File: config.mk
export PLATFORM = sky130hd
export DESIGN_NAME = stride_scheduler_with_reservations
export DESIGN_NICKNAME = d
export VERILOG_FILES = /design/src/ssr_pkg.sv /design/src/stride_scheduler_with_reservations.sv /design/src/ssr_ram.sv /design/src/ssr_div.sv
export VERILOG_INCLUDE_DIRS = /design/src /design/src/src
export SDC_FILE = /design/constraint.sdc
export NUM_CORES = 2
export LEC_CHECK = 0
export ABC_AREA = 0
export BUFFER_PORTS_ARGS = -buffer_cell sky130_fd_sc_hd__buf_2
export CORE_ASPECT_RATIO = 0.6
export CORE_UTILIZATION = 65
export DETAILED_ROUTE_END_ITERATION = 8
export GPL_ROUTABILITY_DRIVEN = 1
export PLACE_DENSITY = 0.85
export SKIP_LAST_GASP = 1
export SLEW_MARGIN = 20
export SYNTH_ARGS = -nofsm -noshare
export SYNTH_HDL_FRONTEND = slang
export SYNTH_HIERARCHICAL = 1
export SYNTH_SLANG_ARGS = --single-unit
File: constraint.sdc
create_clock -name clk -period 16.38 [get_ports clk]
set_input_delay 0.819 -clock clk [delete_from_list [all_inputs] [get_ports clk]]
set_output_delay 0.819 -clock clk [all_outputs]
set_load 0.05 [all_outputs]
File: src/stride_scheduler_with_reservations_assert.svh
// Assertion macros shared by the stride scheduler RTL.
`ifndef STRIDE_SCHEDULER_WITH_RESERVATIONS_ASSERT_SVH
`define STRIDE_SCHEDULER_WITH_RESERVATIONS_ASSERT_SVH

// Checks that the consequent holds in the same cycle as the antecedent.
`define SSR_ASSERT_NOW(label, clk, rst_n, pre, post) \
    label: assert property (@(posedge clk) disable iff (!rst_n) (pre) |-> (post)) \
        else $error("ssr same-cycle check failed");

// Checks that the consequent holds in the cycle after the antecedent.
`define SSR_ASSERT_NEXT(label, clk, rst_n, pre, post) \
    label: assert property (@(posedge clk) disable iff (!rst_n) (pre) |=> (post)) \
        else $error("ssr next-cycle check failed");

`endif

File: src/ssr_pkg.sv
// Types and constants of the stride scheduler.
package ssr_pkg;

    // Command carried by an input word.
    typedef enum logic [1:0] {
        KIND_START    = 2'd0,
        KIND_END      = 2'd1,
        KIND_REQUEST  = 2'd2,
        KIND_SCHEDULE = 2'd3
    } kind_t;

    // Status returned in a result word.
    typedef enum logic [2:0] {
        ST_OK        = 3'd0,
        ST_FULL      = 3'd1,
        ST_NOT_FOUND = 3'd2,
        ST_REJECTED  = 3'd3,
        ST_NONE      = 3'd4
    } status_t;

    // Sequencer states.
    typedef enum logic [4:0] {
        S_IDLE,
        S_FREE,
        S_FIND_RD,
        S_FIND_CHK,
        S_ACT,
        S_REQ_DIV,
        S_REQ_WAIT,
        S_SHR,
        S_SHR_WAIT,
        S_STR,
        S_STR_WAIT,
        S_REB_RD,
        S_REB_WR,
        S_SCH_RD,
        S_SCH_CHK,
        S_SCH_WR,
        S_DONE
    } state_t;

    typedef struct packed {
        logic [1:0]  kind;
        logic [15:0] proc_id;
        logic [6:0]  percent;
    } item_t;

    typedef struct packed {
        logic [2:0]  status;
        logic [15:0] chosen_id;
    } result_t;

    // One row of the process table as stored in the RAM.
    typedef struct packed {
        logic [15:0] id;
        logic        reserved;
        logic [9:0]  share;
        logic [16:0] stride;
        logic [31:0] pass;
        logic        halted;
    } entry_t;

    localparam int DIV_W = 17;

    typedef struct packed {
        logic             start;
        logic [DIV_W-1:0] dividend;
        logic [DIV_W-1:0] divisor;
    } div_req_t;

    typedef struct packed {
        logic             done;
        logic [DIV_W-1:0] quotient;
    } div_res_t;

    localparam logic [DIV_W-1:0] FULL_SCALE   = 17'd100000;
    localparam logic [10:0]      BUDGET_TOTAL = 11'd1000;
    localparam logic [10:0]      BUDGET_MAX   = 11'd2047;
    localparam logic [8:0]       COUNT_MAX    = 9'd511;
    localparam logic [6:0]       PERCENT_MAX  = 7'd100;

endpackage

File: src/stride_scheduler_with_reservations.sv
// Top level of the stride scheduler: sequencer, table RAM and divider.
//
//  Channel  | Signals                            | Word
//  ---------+------------------------------------+-----------------------------
//  item     | item_valid, item_stall, item       | kind, proc_id, percent
//  result   | result_valid, result_stall, result | status, chosen_id
//
// One word is handled at a time. How long a word takes is set by the table
// walks through the single RAM read port and by up to three divider passes
// (17 quotient bits each, then the done pulse).
// Reset clears the valid bits and count and sets the budget to BUDGET_TOTAL at once; no clearing pass.
// A finished result sits in an output register; the next word is taken while
// it waits, and the sequencer holds before writing over it.
`include "stride_scheduler_with_reservations_assert.svh"

module stride_scheduler_with_reservations #(
    parameter int MAX_ENTRIES = 16
) (
    input  logic             clk,
    input  logic             rst_n,
    input  logic             item_valid,
    output logic             item_stall,
    input  ssr_pkg::item_t   item,
    output logic             result_valid,
    input  logic             result_stall,
    output ssr_pkg::result_t result
);
    import ssr_pkg::*;

    localparam int IW = $clog2(MAX_ENTRIES);
    localparam logic [IW-1:0] LAST = IW'(MAX_ENTRIES - 1);

    // Control state.
    state_t                 state_reg, state_next;
    logic [MAX_ENTRIES-1:0] valid_reg;
    logic [10:0]            budget_reg;
    logic [8:0]             count_reg;
    logic                   result_valid_reg;

    // Working registers.
    kind_t                  kind_reg;
    logic [15:0]            id_reg;
    logic [6:0]             pct_reg;
    status_t                status_reg;
    logic [15:0]            chosen_reg;
    logic [IW-1:0]          idx_reg;
    logic [IW-1:0]          hit_idx_reg;
    entry_t                 hit_word_reg;
    logic [IW-1:0]          best_idx_reg;
    entry_t                 best_word_reg;
    logic                   found_reg;
    logic [10:0]            share_reg;
    logic [16:0]            stride_reg;
    logic                   halt_reg;
    result_t                result_reg;

    // RAM and divider connections.
    logic                   ram_we;
    logic [IW-1:0]          ram_waddr;
    entry_t                 ram_wdata;
    entry_t                 rd;
    div_req_t               div_req;
    div_res_t               div_res;

    // Shared helper values.
    logic                   last;
    logic                   hit;
    logic                   cand;
    logic                   take;
    logic [10:0]            want;
    logic [11:0]            avail;
    logic [11:0]            remain;
    logic                   over;
    logic [10:0]            budget_back;
    logic [11:0]            back_sum;
    logic [32:0]            pass_sum;
    logic                   can_load;

    ssr_ram #(
        .WIDTH ($bits(entry_t)),
        .DEPTH (MAX_ENTRIES)
    ) u_ram (
        .clk   (clk),
        .we    (ram_we),
        .waddr (ram_waddr),
        .wdata (ram_wdata),
        .raddr (idx_reg),
        .rdata (rd)
    );

    ssr_div u_div (
        .clk   (clk),
        .rst_n (rst_n),
        .req   (div_req),
        .res   (div_res)
    );

    // Compares and budget arithmetic used by the sequencer.
    always_comb
    begin
        last        = (idx_reg == LAST);
        hit         = valid_reg[idx_reg] && (rd.id == id_reg);
        cand        = valid_reg[idx_reg] && !rd.halted;
        take        = cand && (!found_reg || (rd.pass < best_word_reg.pass));
        want        = ({4'b0, pct_reg} << 3) + ({4'b0, pct_reg} << 1);
        avail       = {1'b0, budget_reg} + {2'b0, hit_word_reg.share};
        remain      = avail - {1'b0, want};
        over        = ({1'b0, want} > avail);
        back_sum    = avail;
        budget_back = (back_sum > {1'b0, BUDGET_MAX}) ? BUDGET_MAX : back_sum[10:0];
        pass_sum    = {1'b0, best_word_reg.pass} + {16'b0, best_word_reg.stride};
        can_load    = !result_valid_reg || !result_stall;
    end

    // Next-state logic.
    always_comb
    begin
        state_next = state_reg;
        unique case (state_reg)
            S_IDLE:
            begin
                if (item_valid)
                begin
                    unique case (kind_t'(item.kind))
                        KIND_START:    state_next = S_FREE;
                        KIND_END:      state_next = S_FIND_RD;
                        KIND_REQUEST:  state_next = (item.percent > PERCENT_MAX) ?
                                                    S_DONE : S_FIND_RD;
                        KIND_SCHEDULE: state_next = S_SCH_RD;
                        default:       state_next = S_DONE;
                    endcase
                end
            end
            S_FREE:
            begin
                priority if (!valid_reg[idx_reg]) state_next = S_SHR;
                else if (last)                    state_next = S_DONE;
            end
            S_FIND_RD:  state_next = S_FIND_CHK;
            S_FIND_CHK:
            begin
                priority if (hit) state_next = S_ACT;
                else if (last)    state_next = S_DONE;
                else              state_next = S_FIND_RD;
            end
            S_ACT:
            begin
                priority if (kind_reg == KIND_END) state_next = S_SHR;
                else if (want == '0)               state_next = S_SHR;
                else if (over)                     state_next = S_DONE;
                else                               state_next = S_REQ_DIV;
            end
            S_REQ_DIV:  state_next = S_REQ_WAIT;
            S_REQ_WAIT: state_next = div_res.done ? S_SHR : S_REQ_WAIT;
            S_SHR:      state_next = (count_reg == '0) ? S_STR : S_SHR_WAIT;
            S_SHR_WAIT: state_next = div_res.done ? S_STR : S_SHR_WAIT;
            S_STR:      state_next = (share_reg == '0) ? S_REB_RD : S_STR_WAIT;
            S_STR_WAIT: state_next = div_res.done ? S_REB_RD : S_STR_WAIT;
            S_REB_RD:   state_next = S_REB_WR;
            S_REB_WR:   state_next = last ? S_DONE : S_REB_RD;
            S_SCH_RD:   state_next = S_SCH_CHK;
            S_SCH_CHK:
            begin
                if (last)
                begin
                    state_next = (found_reg || take) ? S_SCH_WR : S_DONE;
                end
                else
                begin
                    state_next = S_SCH_RD;
                end
            end
            S_SCH_WR:   state_next = S_DONE;
            S_DONE:     state_next = can_load ? S_IDLE : S_DONE;
            default:    state_next = S_IDLE;
        endcase
    end

    // Output logic: RAM writes, divider starts and the input stall.
    always_comb
    begin
        ram_we           = 1'b0;
        ram_waddr        = idx_reg;
        ram_wdata        = hit_word_reg;
        div_req.start    = 1'b0;
        div_req.dividend = FULL_SCALE;
        div_req.divisor  = {6'b0, want};
        item_stall       = (state_reg != S_IDLE);
        unique case (state_reg)
            S_FREE:
            begin
                ram_we       = !valid_reg[idx_reg];
                ram_wdata    = '0;
                ram_wdata.id = id_reg;
            end
            S_ACT:
            begin
                ram_waddr          = hit_idx_reg;
                ram_we             = (kind_reg == KIND_REQUEST) && (want == '0) &&
                                     hit_word_reg.reserved;
                ram_wdata.reserved = 1'b0;
                ram_wdata.share    = '0;
            end
            S_REQ_DIV:
            begin
                div_req.start = 1'b1;
            end
            S_REQ_WAIT:
            begin
                ram_waddr          = hit_idx_reg;
                ram_we             = div_res.done;
                ram_wdata.reserved = 1'b1;
                ram_wdata.share    = want[9:0];
                ram_wdata.stride   = div_res.quotient;
                ram_wdata.halted   = 1'b0;
            end
            S_SHR:
            begin
                div_req.start    = (count_reg != '0);
                div_req.dividend = {6'b0, budget_reg};
                div_req.divisor  = {8'b0, count_reg};
            end
            S_STR:
            begin
                div_req.start   = (share_reg != '0);
                div_req.divisor = {6'b0, share_reg};
            end
            S_REB_WR:
            begin
                ram_we    = valid_reg[idx_reg];
                ram_wdata = rd;
                if (!rd.reserved)
                begin
                    ram_wdata.stride = stride_reg;
                    ram_wdata.halted = halt_reg;
                end
                ram_wdata.pass = '0;
            end
            S_SCH_WR:
            begin
                ram_we         = 1'b1;
                ram_waddr      = best_idx_reg;
                ram_wdata      = best_word_reg;
                ram_wdata.pass = pass_sum[32] ? '1 : pass_sum[31:0];
            end
            default:
            begin
            end
        endcase
    end

    // State register, table flags, budget, count and result valid flag.
    always_ff @(posedge clk or negedge rst_n)
    begin
        if (!rst_n)
        begin
            state_reg        <= S_IDLE;
            valid_reg        <= '0;
            budget_reg       <= BUDGET_TOTAL;
            count_reg        <= '0;
            result_valid_reg <= 1'b0;
        end
        else
        begin
            state_reg <= state_next;
            unique case (state_reg)
                S_FREE:
                begin
                    if (!valid_reg[idx_reg])
                    begin
                        valid_reg[idx_reg] <= 1'b1;
                        if (count_reg != COUNT_MAX)
                        begin
                            count_reg <= count_reg + 1'b1;
                        end
                    end
                end
                S_ACT:
                begin
                    if (kind_reg == KIND_END)
                    begin
                        valid_reg[hit_idx_reg] <= 1'b0;
                        if (hit_word_reg.reserved)
                        begin
                            budget_reg <= budget_back;
                        end
                        else if (count_reg != '0)
                        begin
                            count_reg <= count_reg - 1'b1;
                        end
                    end
                    else if (want != '0)
                    begin
                        if (!over)
                        begin
                            budget_reg <= (remain > {1'b0, BUDGET_MAX}) ?
                                          BUDGET_MAX : remain[10:0];
                            if (!hit_word_reg.reserved && (count_reg != '0))
                            begin
                                count_reg <= count_reg - 1'b1;
                            end
                        end
                    end
                    else if (hit_word_reg.reserved)
                    begin
                        budget_reg <= budget_back;
                        if (count_reg != COUNT_MAX)
                        begin
                            count_reg <= count_reg + 1'b1;
                        end
                    end
                end
                S_DONE:
                begin
                    if (can_load)
                    begin
                        result_valid_reg <= 1'b1;
                    end
                end
                default:
                begin
                end
            endcase
            if ((state_reg != S_DONE) && !result_stall)
            begin
                result_valid_reg <= 1'b0;
            end
        end
    end

    // Working registers of the table walk and the result register.
    always_ff @(posedge clk)
    begin
        unique case (state_reg)
            S_IDLE:
            begin
                if (item_valid)
                begin
                    kind_reg   <= kind_t'(item.kind);
                    id_reg     <= item.proc_id;
                    pct_reg    <= item.percent;
                    idx_reg    <= '0;
                    found_reg  <= 1'b0;
                    chosen_reg <= '0;
                    status_reg <= ((kind_t'(item.kind) == KIND_REQUEST) &&
                                   (item.percent > PERCENT_MAX)) ? ST_REJECTED : ST_OK;
                end
            end
            S_FREE:
            begin
                if (valid_reg[idx_reg])
                begin
                    if (last)
                    begin
                        status_reg <= ST_FULL;
                    end
                    else
                    begin
                        idx_reg <= idx_reg + 1'b1;
                    end
                end
            end
            S_FIND_CHK:
            begin
                priority if (hit)
                begin
                    hit_idx_reg  <= idx_reg;
                    hit_word_reg <= rd;
                end
                else if (last)
                begin
                    status_reg <= ST_NOT_FOUND;
                end
                else
                begin
                    idx_reg <= idx_reg + 1'b1;
                end
            end
            S_ACT:
            begin
                if ((kind_reg == KIND_REQUEST) && (want != '0) && over)
                begin
                    status_reg <= ST_REJECTED;
                end
            end
            S_SHR:
            begin
                if (count_reg == '0)
                begin
                    share_reg <= '0;
                end
            end
            S_SHR_WAIT:
            begin
                if (div_res.done)
                begin
                    share_reg <= div_res.quotient[10:0];
                end
            end
            S_STR:
            begin
                idx_reg <= '0;
                if (share_reg == '0)
                begin
                    stride_reg <= '0;
                    halt_reg   <= 1'b1;
                end
                else
                begin
                    halt_reg <= 1'b0;
                end
            end
            S_STR_WAIT:
            begin
                if (div_res.done)
                begin
                    stride_reg <= div_res.quotient;
                end
            end
            S_REB_WR:
            begin
                if (!last)
                begin
                    idx_reg <= idx_reg + 1'b1;
                end
            end
            S_SCH_CHK:
            begin
                if (take)
                begin
                    found_reg     <= 1'b1;
                    best_idx_reg  <= idx_reg;
                    best_word_reg <= rd;
                end
                if (last)
                begin
                    if (!(found_reg || take))
                    begin
                        status_reg <= ST_NONE;
                    end
                end
                else
                begin
                    idx_reg <= idx_reg + 1'b1;
                end
            end
            S_SCH_WR:
            begin
                chosen_reg <= best_word_reg.id;
            end
            S_DONE:
            begin
                if (can_load)
                begin
                    result_reg.status    <= status_reg;
                    result_reg.chosen_id <= chosen_reg;
                end
            end
            default:
            begin
            end
        endcase
    end

    assign result_valid = result_valid_reg;
    assign result       = result_reg;

    // The unreserved count never exceeds the number of live entries.
    `SSR_ASSERT_NOW(a_count_le_valid, clk, rst_n, 1'b1,
                    ({23'b0, count_reg} <= $countones(valid_reg)))
    // A finished word reaches the output register and the sequencer goes idle.
    `SSR_ASSERT_NEXT(a_done_loads, clk, rst_n, (state_reg == S_DONE) && can_load,
                     result_valid_reg && (state_reg == S_IDLE))
    // The pass update only happens after a runnable entry was found.
    `SSR_ASSERT_NOW(a_sched_found, clk, rst_n, state_reg == S_SCH_WR, found_reg)
    // A divider result only arrives while the sequencer waits for one.
    `SSR_ASSERT_NOW(a_div_expected, clk, rst_n, div_res.done,
                    (state_reg == S_REQ_WAIT) || (state_reg == S_SHR_WAIT) ||
                    (state_reg == S_STR_WAIT))

endmodule

File: src/ssr_ram.sv
// Generic single-write, single-read RAM with registered read data.
module ssr_ram #(
    parameter int WIDTH = 8,
    parameter int DEPTH = 16
) (
    input  logic                     clk,
    input  logic                     we,
    input  logic [$clog2(DEPTH)-1:0] waddr,
    input  logic [WIDTH-1:0]         wdata,
    input  logic [$clog2(DEPTH)-1:0] raddr,
    output logic [WIDTH-1:0]         rdata
);

    logic [WIDTH-1:0] mem [DEPTH];

    // Write port and registered read port.
    always_ff @(posedge clk)
    begin
        if (we)
        begin
            mem[waddr] <= wdata;
        end
        rdata <= mem[raddr];
    end

endmodule

File: src/ssr_div.sv
// Iterative restoring divider, one quotient bit per cycle.
module ssr_div (
    input  logic              clk,
    input  logic              rst_n,
    input  ssr_pkg::div_req_t req,
    output ssr_pkg::div_res_t res
);
    import ssr_pkg::*;

    localparam int CW = $clog2(DIV_W + 1);

    logic             busy_reg;
    logic             done_reg;
    logic [CW-1:0]    cnt_reg;
    logic [DIV_W-1:0] rem_reg;
    logic [DIV_W-1:0] quo_reg;
    logic [DIV_W-1:0] dvs_reg;
    logic [DIV_W:0]   trial;
    logic [DIV_W:0]   diff;
    logic             ge;

    // Trial subtraction of the divisor from the shifted remainder.
    always_comb
    begin
        trial = {rem_reg, quo_reg[DIV_W-1]};
        diff  = trial - {1'b0, dvs_reg};
        ge    = !diff[DIV_W];
    end

    // Control: busy while bits remain, done pulses after the last bit.
    always_ff @(posedge clk or negedge rst_n)
    begin
        if (!rst_n)
        begin
            busy_reg <= 1'b0;
            done_reg <= 1'b0;
            cnt_reg  <= '0;
        end
        else
        begin
            done_reg <= 1'b0;
            if (req.start)
            begin
                busy_reg <= 1'b1;
                cnt_reg  <= CW'(DIV_W);
            end
            else if (busy_reg)
            begin
                cnt_reg <= cnt_reg - 1'b1;
                if (cnt_reg == CW'(1))
                begin
                    busy_reg <= 1'b0;
                    done_reg <= 1'b1;
                end
            end
        end
    end

    // Datapath: remainder and quotient shift together.
    always_ff @(posedge clk)
    begin
        if (req.start)
        begin
            rem_reg <= '0;
            quo_reg <= req.dividend;
            dvs_reg <= req.divisor;
        end
        else if (busy_reg)
        begin
            rem_reg <= ge ? diff[DIV_W-1:0] : trial[DIV_W-1:0];
            quo_reg <= {quo_reg[DIV_W-2:0], ge};
        end
    end

    assign res.done     = done_reg;
    assign res.quotient = quo_reg;

endmodule

After elaboration in Yosys (flattened, before gate mapping)
Memories as Yosys holds them, arrays and structs flattened. A register that Yosys moved wholly into a read port is not among the register bits.
Index checks and enable logic that the tools add are counted.
{"block": "word_totals", "register_bits": 359, "mem_bits_rw": 1232, "output_inout_bits": 21, "memories": 1}
{"memory": "u_ram.mem", "words": 16, "word_bits": 77, "rd": 1, "rd_clocked_by_memory_dff": 1, "wr": 1, "line": "ssr_ram.sv:14", "text": "logic [WIDTH-1:0] mem [DEPTH];"}
{"block": "classes", "n_addsub": 9, "n_lt_le_gt_ge": 9, "n_eq_ne": 48, "n_mux": 101, "n_bitwise": 3, "n_reduce_logical": 61}
{"op": "$mux 17", "count": 7}
{"op": "$mux 11", "count": 8}
{"op": "$pmux 5 s17", "count": 1}
{"op": "$mux 9", "count": 9}
{"op": "$mux 5", "count": 15}
{"op": "$pmux 17 s4", "count": 1}
{"op": "$pmux 16 s2", "count": 2}
{"op": "$pmux 32 s2", "count": 1}
{"op": "$mux 16", "count": 3}
{"op": "$pmux 16 s3", "count": 1}
{"op": "$pmux 11 s2", "count": 2}
{"op": "$pmux 11 s4", "count": 1}
{"op": "$eq 5x4->1 const B", "count": 8}
{"op": "$pmux 17 s2", "count": 1}
{"op": "$add 32x17->33", "count": 1}
{"op": "$lt 32x32->1", "count": 1}
{"op": "$mux 32", "count": 1}
{"op": "$ne 2x2->1 const B", "count": 13}
{"op": "$gt 12x11->1 const B", "count": 2}
{"op": "$mux 3", "count": 8}
{"op": "$mux 1", "count": 23}
{"op": "$logic_not 11->1", "count": 2}
{"op": "$reduce_bool 11->1", "count": 2}
{"op": "$eq 5x3->1 const B", "count": 4}
{"op": "54 further kinds", "count": 114}

Logic depth before layout (Yosys ltp)
{"block": "logic_depth", "depth_word": 8, "ltp_mapped": 19, "ltp_nobuf": 18}

Hierarchy
Netlist, hierarchy kept.
{"mod": "ssr_ram", "instances": 1, "cells_each": 1978, "area_each_um2": 47575.6, "seq_area_each_um2": 38537.0}
{"mod": "stride_scheduler_with_reservations", "instances": 1, "cells_each": 1534, "area_each_um2": 16470.8, "seq_area_each_um2": 8836.0}
{"mod": "ssr_div", "instances": 1, "cells_each": 313, "area_each_um2": 3424.5, "seq_area_each_um2": 1536.5}

Least setup slack after synthesis
No wires, ideal clock.
{"block": "synth_timing", "kind": "reg2reg", "from": "register pct_reg[0]", "to": "memory u_ram/mem[0][0] (netlist name) (enable)", "arrival_ns": 8.047, "slack_ns": 7.727, "path_stages_with_launch": 11, "synth_period_minus_slack_ns": 8.653, "path_cell_list": "edfxtp_1 > ha_1 > fa_1 > a211oi_1 > o21ai_0 > a221o_1 > nor3_4 > nand2_1 > o211ai_1 > or3b_1 > nor3_1"}
{"block": "synth_via", "elab_chain_cells": 7}
{"item": "start: declaration", "line": "stride_scheduler_with_reservations.sv:43", "text": "logic [6:0] pct_reg;"}
{"item": "start signal: assignment", "line": "stride_scheduler_with_reservations.sv:341", "text": "pct_reg <= item.percent;"}
{"item": "$add 10x8->11", "line": "stride_scheduler_with_reservations.sv:105", "text": "want = ({4'b0, pct_reg} << 3) + ({4'b0, pct_reg} << 1);"}
{"item": "$logic_not 11->1", "line": "stride_scheduler_with_reservations.sv:199", "text": "ram_we = (kind_reg == KIND_REQUEST) && (want == '0) &&"}
{"item": "$logic_and 1x1->1 (2 in series)", "line": "stride_scheduler_with_reservations.sv:199"}
{"item": "$pmux 1 s5", "line": "stride_scheduler_with_reservations.sv:189", "text": "unique case (state_reg)"}
{"item": "net ram_we", "line": "stride_scheduler_with_reservations.sv:58", "text": "logic ram_we;"}
{"item": "$mux 1", "line": "ssr_ram.sv:19", "text": "if (we)"}
{"item": "$mux 1 (not written as such)", "line": "ssr_ram.sv:21", "text": "mem[waddr] <= wdata;"}
{"item": "end: declaration", "line": "ssr_ram.sv:14"}
The timed path passes the listed nets, and every way through them passes these cells.

Worst setup path after layout
{"block": "layout_timing", "from": "register idx_reg[0]", "to": "memory u_ram/mem[10][76] (netlist name) (enable)"}
{"block": "layout_via", "elab_chain_cells": 6, "word_cells_on_any_way": 7, "classes_between": "mux (6); reduce/logical (1)"}
{"item": "start: declaration", "line": "stride_scheduler_with_reservations.sv:46", "text": "logic [IW-1:0] idx_reg;"}
{"item": "start signal: assignment", "line": "stride_scheduler_with_reservations.sv:359", "text": "idx_reg <= idx_reg + 1'b1;"}
{"item": "start signal: assignment", "line": "stride_scheduler_with_reservations.sv:376", "text": "idx_reg <= idx_reg + 1'b1;"}
{"item": "start signal: assignment", "line": "stride_scheduler_with_reservations.sv:424", "text": "idx_reg <= idx_reg + 1'b1;"}
{"item": "$bmux 1 s4 *", "line": "stride_scheduler_with_reservations.sv:192, stride_scheduler_with_reservations.sv:230"}
{"item": "$mux 1 (not written as such) *", "line": "stride_scheduler_with_reservations.sv:192, stride_scheduler_with_reservations.sv:230"}
{"item": "$logic_not 1->1"}
{"item": "$pmux 1 s5 *", "line": "stride_scheduler_with_reservations.sv:189"}
{"item": "net ram_we", "line": "stride_scheduler_with_reservations.sv:58"}
{"item": "$mux 1 *", "line": "ssr_ram.sv:19"}
{"item": "$mux 1 (not written as such) *", "line": "ssr_ram.sv:21"}
The timed path passes the listed nets; every way through them passes the cells marked *. The select of a mux whose other input is x is not followed.

==> metrics.yaml <==
status: "completed"
total_grt_usage: 0.3540
post_synth_instance_area_um2: 67470
overall_routed_net_length_um: 184100
drtPass1Iterations: 7
dr_total_vias: 39740
num-nets-final: 4076
synth.top_cells.by_count: "edfxtp_1 (1,525), mux4_2 (312), nand2_1 (258)"
biggest_area_contributors_in_the_synthesized_netlist: "edfxtp_1 (68%), mux4_2 (10%), dfxtp_1 (2.8%)"
async_set_or_reset_flop_fraction_in_the_synthesized_netlist: 0.02938
cell_with_the_most_instances_after_synthesis: "edfxtp_1"
timing.final.setup_violations: 0
rsz0062_at_grt: "no"
post_synth_edffs: 1525
clockBufferDepth: 3
cp-end-kind: "register"
layout_area_growth_over_synthesis_pct: 10.20
maxSlewHeadroom: 0.1892
synth_top_flop_cell: "edfxtp_1"
antenna_found_initial: 8
synth.top_cell.area_share: 0.6787
fillerInstances: 5598
initial_standard_cell_utilization_of_the_core: 0.6562
synth_warnings: 6
hpwl_um: 97650
postRouteAntennaNets: 0
layout.cells.non_filler: 5453
layout_min_cycle_time_ns: 6.430
multiInputGateArea_um2: 17650
io-pin-count: 50
clkTransAtPathRegs_ns: 0.07
dpl.cell_count: 5187
share_of_final_layout_standard_cells_stronger_than_drive_strength_1: 0.1935
regMostFlops: "u_ram/mem"
synth_xor_xnor_area_share: 0.009736
final-hold-violation-count: 0
route.detailed.vias_per_inst: 7.287
clkLatencyLatePin_ns: 0.81
cp.required_ns: 16.77
synth_cell_type_count: 96
timing.critical_path.arrival_ns: 6.82
ff_latch_area_um2: 48910
route.detailed.wl_per_inst_um: 33.76
place.gp.congestion: 0.9517
remaining_global_route_overflow: 0
synth.largest_area_cell: "edfxtp_1"
crit_fanout: 107
numPortBuffers: 49
cts_tree: "built"
synthSimpleGateAreaFrac: 0.04747
drc_errors: 0
post_cts.resized_instances: 0
initialDrtViolationCount: 7021
syn-mean-instance-area_um2: 17.64
layout_worst_path_cycle_share: 0.3925
cts_num_sinks: 1668
die_area_um2: 105100
clock_tree.htree_level_count: 4
final_max_slew_viol_count: 0
timing.hold.worst.class: "in2async"
grt_pass1_wl_um: 266000
post_cts_hold_buffer_count: 0
timing_worst_slew_pin_value_ns: 1.216
fp.dieW_um: 417.9
max-vdd-ir-drop_mv: 0.2147
ys_seq_elements: 1668
synth_compound_area_frac: 0.06687
core.rowCount: 91
worst_setup_path_start_kind: "register"
final_util: 0.7232
cts_root_buffer: "clkbuf_16"
grt_start_max_net_pins: 148
timing_worst_setup_path_type: "reg2reg"
maxCapViolations: 0
combinational_family_with_the_most_area_after_synthesis: "multiplexers"
floorplan.die.height_um: 251.6
vias_in_the_first_global_route: 39060
cts_post_setup_buffers_inserted: 0
maxClockFrequency_ghz: 0.1555
final.setup_skew_ns: 0.05090
yosysSeqAreaShare: 0.7249
core_footprint_um2: 102800
setup_tns_ns: 0
yosys-mux-area-fraction: 0.1123
largest_register_ff_count: 1232
power.density_nw_per_um2: 185.3
synth_cells: 3825
post_synth_fa_ha_maj_area_fraction: 0.02073
static-leakage-power_nw: 24.85
num_cts_buffers: 139
-- worst max-delay path, cell delays in order, from the launching register on --
cell and delay, ns:
edfxtp_1 0.35, buf_4 0.65, buf_12 0.67, mux4_2 0.59, nor2b_1 0.15, a211oi_1 0.24
a21oi_1 0.14, nand2b_1 0.36, o211ai_1 0.35, nand3b_1 0.47, nor2_4 1.03, buf_4 0.96
-- per-stage QoR --
| step | total power (W) | cell area (um2) | hold WS [ns] | setup slack, ns |
|---|---|---|---|---|
| floorplan | 0.008760 | 67500 | 0.4003 | 7.727 |
| global placement | 0.009852 | 69480 | 0.4054 | 10.23 |
| detailed placement | 0.01004 | 69500 | 0.4054 | 10.14 |
| CTS | 0.01364 | 74230 | 0.1781 | 9.975 |
| global route | 0.01416 | 74350 | 0.2068 | 9.670 |
| finish | 0.01378 | 74350 | 0.2001 | 9.950 |
-- routing by layer --
metal  global-route usage  share of wire  vias to the layer above
li1                     -              -                    15540
met2               0.5223           0.45                     3708
met3               0.1118           0.16                      606
met1               0.4999           0.35                    19870
met4               0.1378          0.041                       12
met5                    0        0.00059                        -
-- cell families (layout without fill, tap and decap cells) --
group                    after synthesis  count (layout)
AO/OA/AOI/OAI                        664             664
other                                  1              12
buffers and inverters                266             488
adder cells (fa/ha/maj)              109             109
multiplexers                         364             364
flip-flops                          1668            1668
XOR/XNOR                              75              75
AND/OR/NAND/NOR                      678             678
-- power by group --
group          switching, W  total, W  internal [W]  leakage [nW]
combinational       0.00272   0.00432       0.00159          7.31
clock               0.00160   0.00353       0.00193          2.33
sequential         0.000386   0.00593       0.00554          15.2
-- cells in the final DEF (no fill, tap or decap), drive strengths merged, types with 23 or more instances in the layout --
master  Yosys  final
nand3      32     32
o21ai     144    144
nand2     258    258
ha        103    103
xor2       28     28
mux4      312    312
dfxtp      94     94
mux2i      32     32
and2       50     50
a31oi      23     23
dfrtp      43     43
nor3       45     45
a221oi     26     26
inv        87     92
buf        61    139
xnor2      47     47
clkinv      0     45
a21o       37     37
clkbuf    118    195
edfxtp   1525   1525
nor2      158    158
a21oi     117    117
a22oi     172    172
-- final cells by class --
class,instances,share of cell area
Tap cell,1395,0.02347
Timing Repair Buffer,143,0.01318
Clock buffer,191,0.05422
Antenna cell,2,0.00006731
Sequential cell,1668,0.6578
Inverter,87,0.004392
Clock inverter,67,0.009491
Multi-Input combinational cell,1900,0.2374
-- path summary, 6_finish.rpt --
check | to | slack, ns | cells past startpoint | start
max in group asynchronous | state_reg[0] | 15.68 | 2 | rst_n
min reg2reg | result[6] | 0.42 | 0 | chosen_reg[6]
min | count_reg[6] | 0.20 | 2 | rst_n
max | u_ram/mem[10][76] | 9.95 | 11 | idx_reg[0]
max reg2reg | u_ram/mem[10][76] | 9.95 | 11 | idx_reg[0]
min in group clk | id_reg[13] | 0.22 | 1 | item[20]
(Power assumes the default switching activity.)
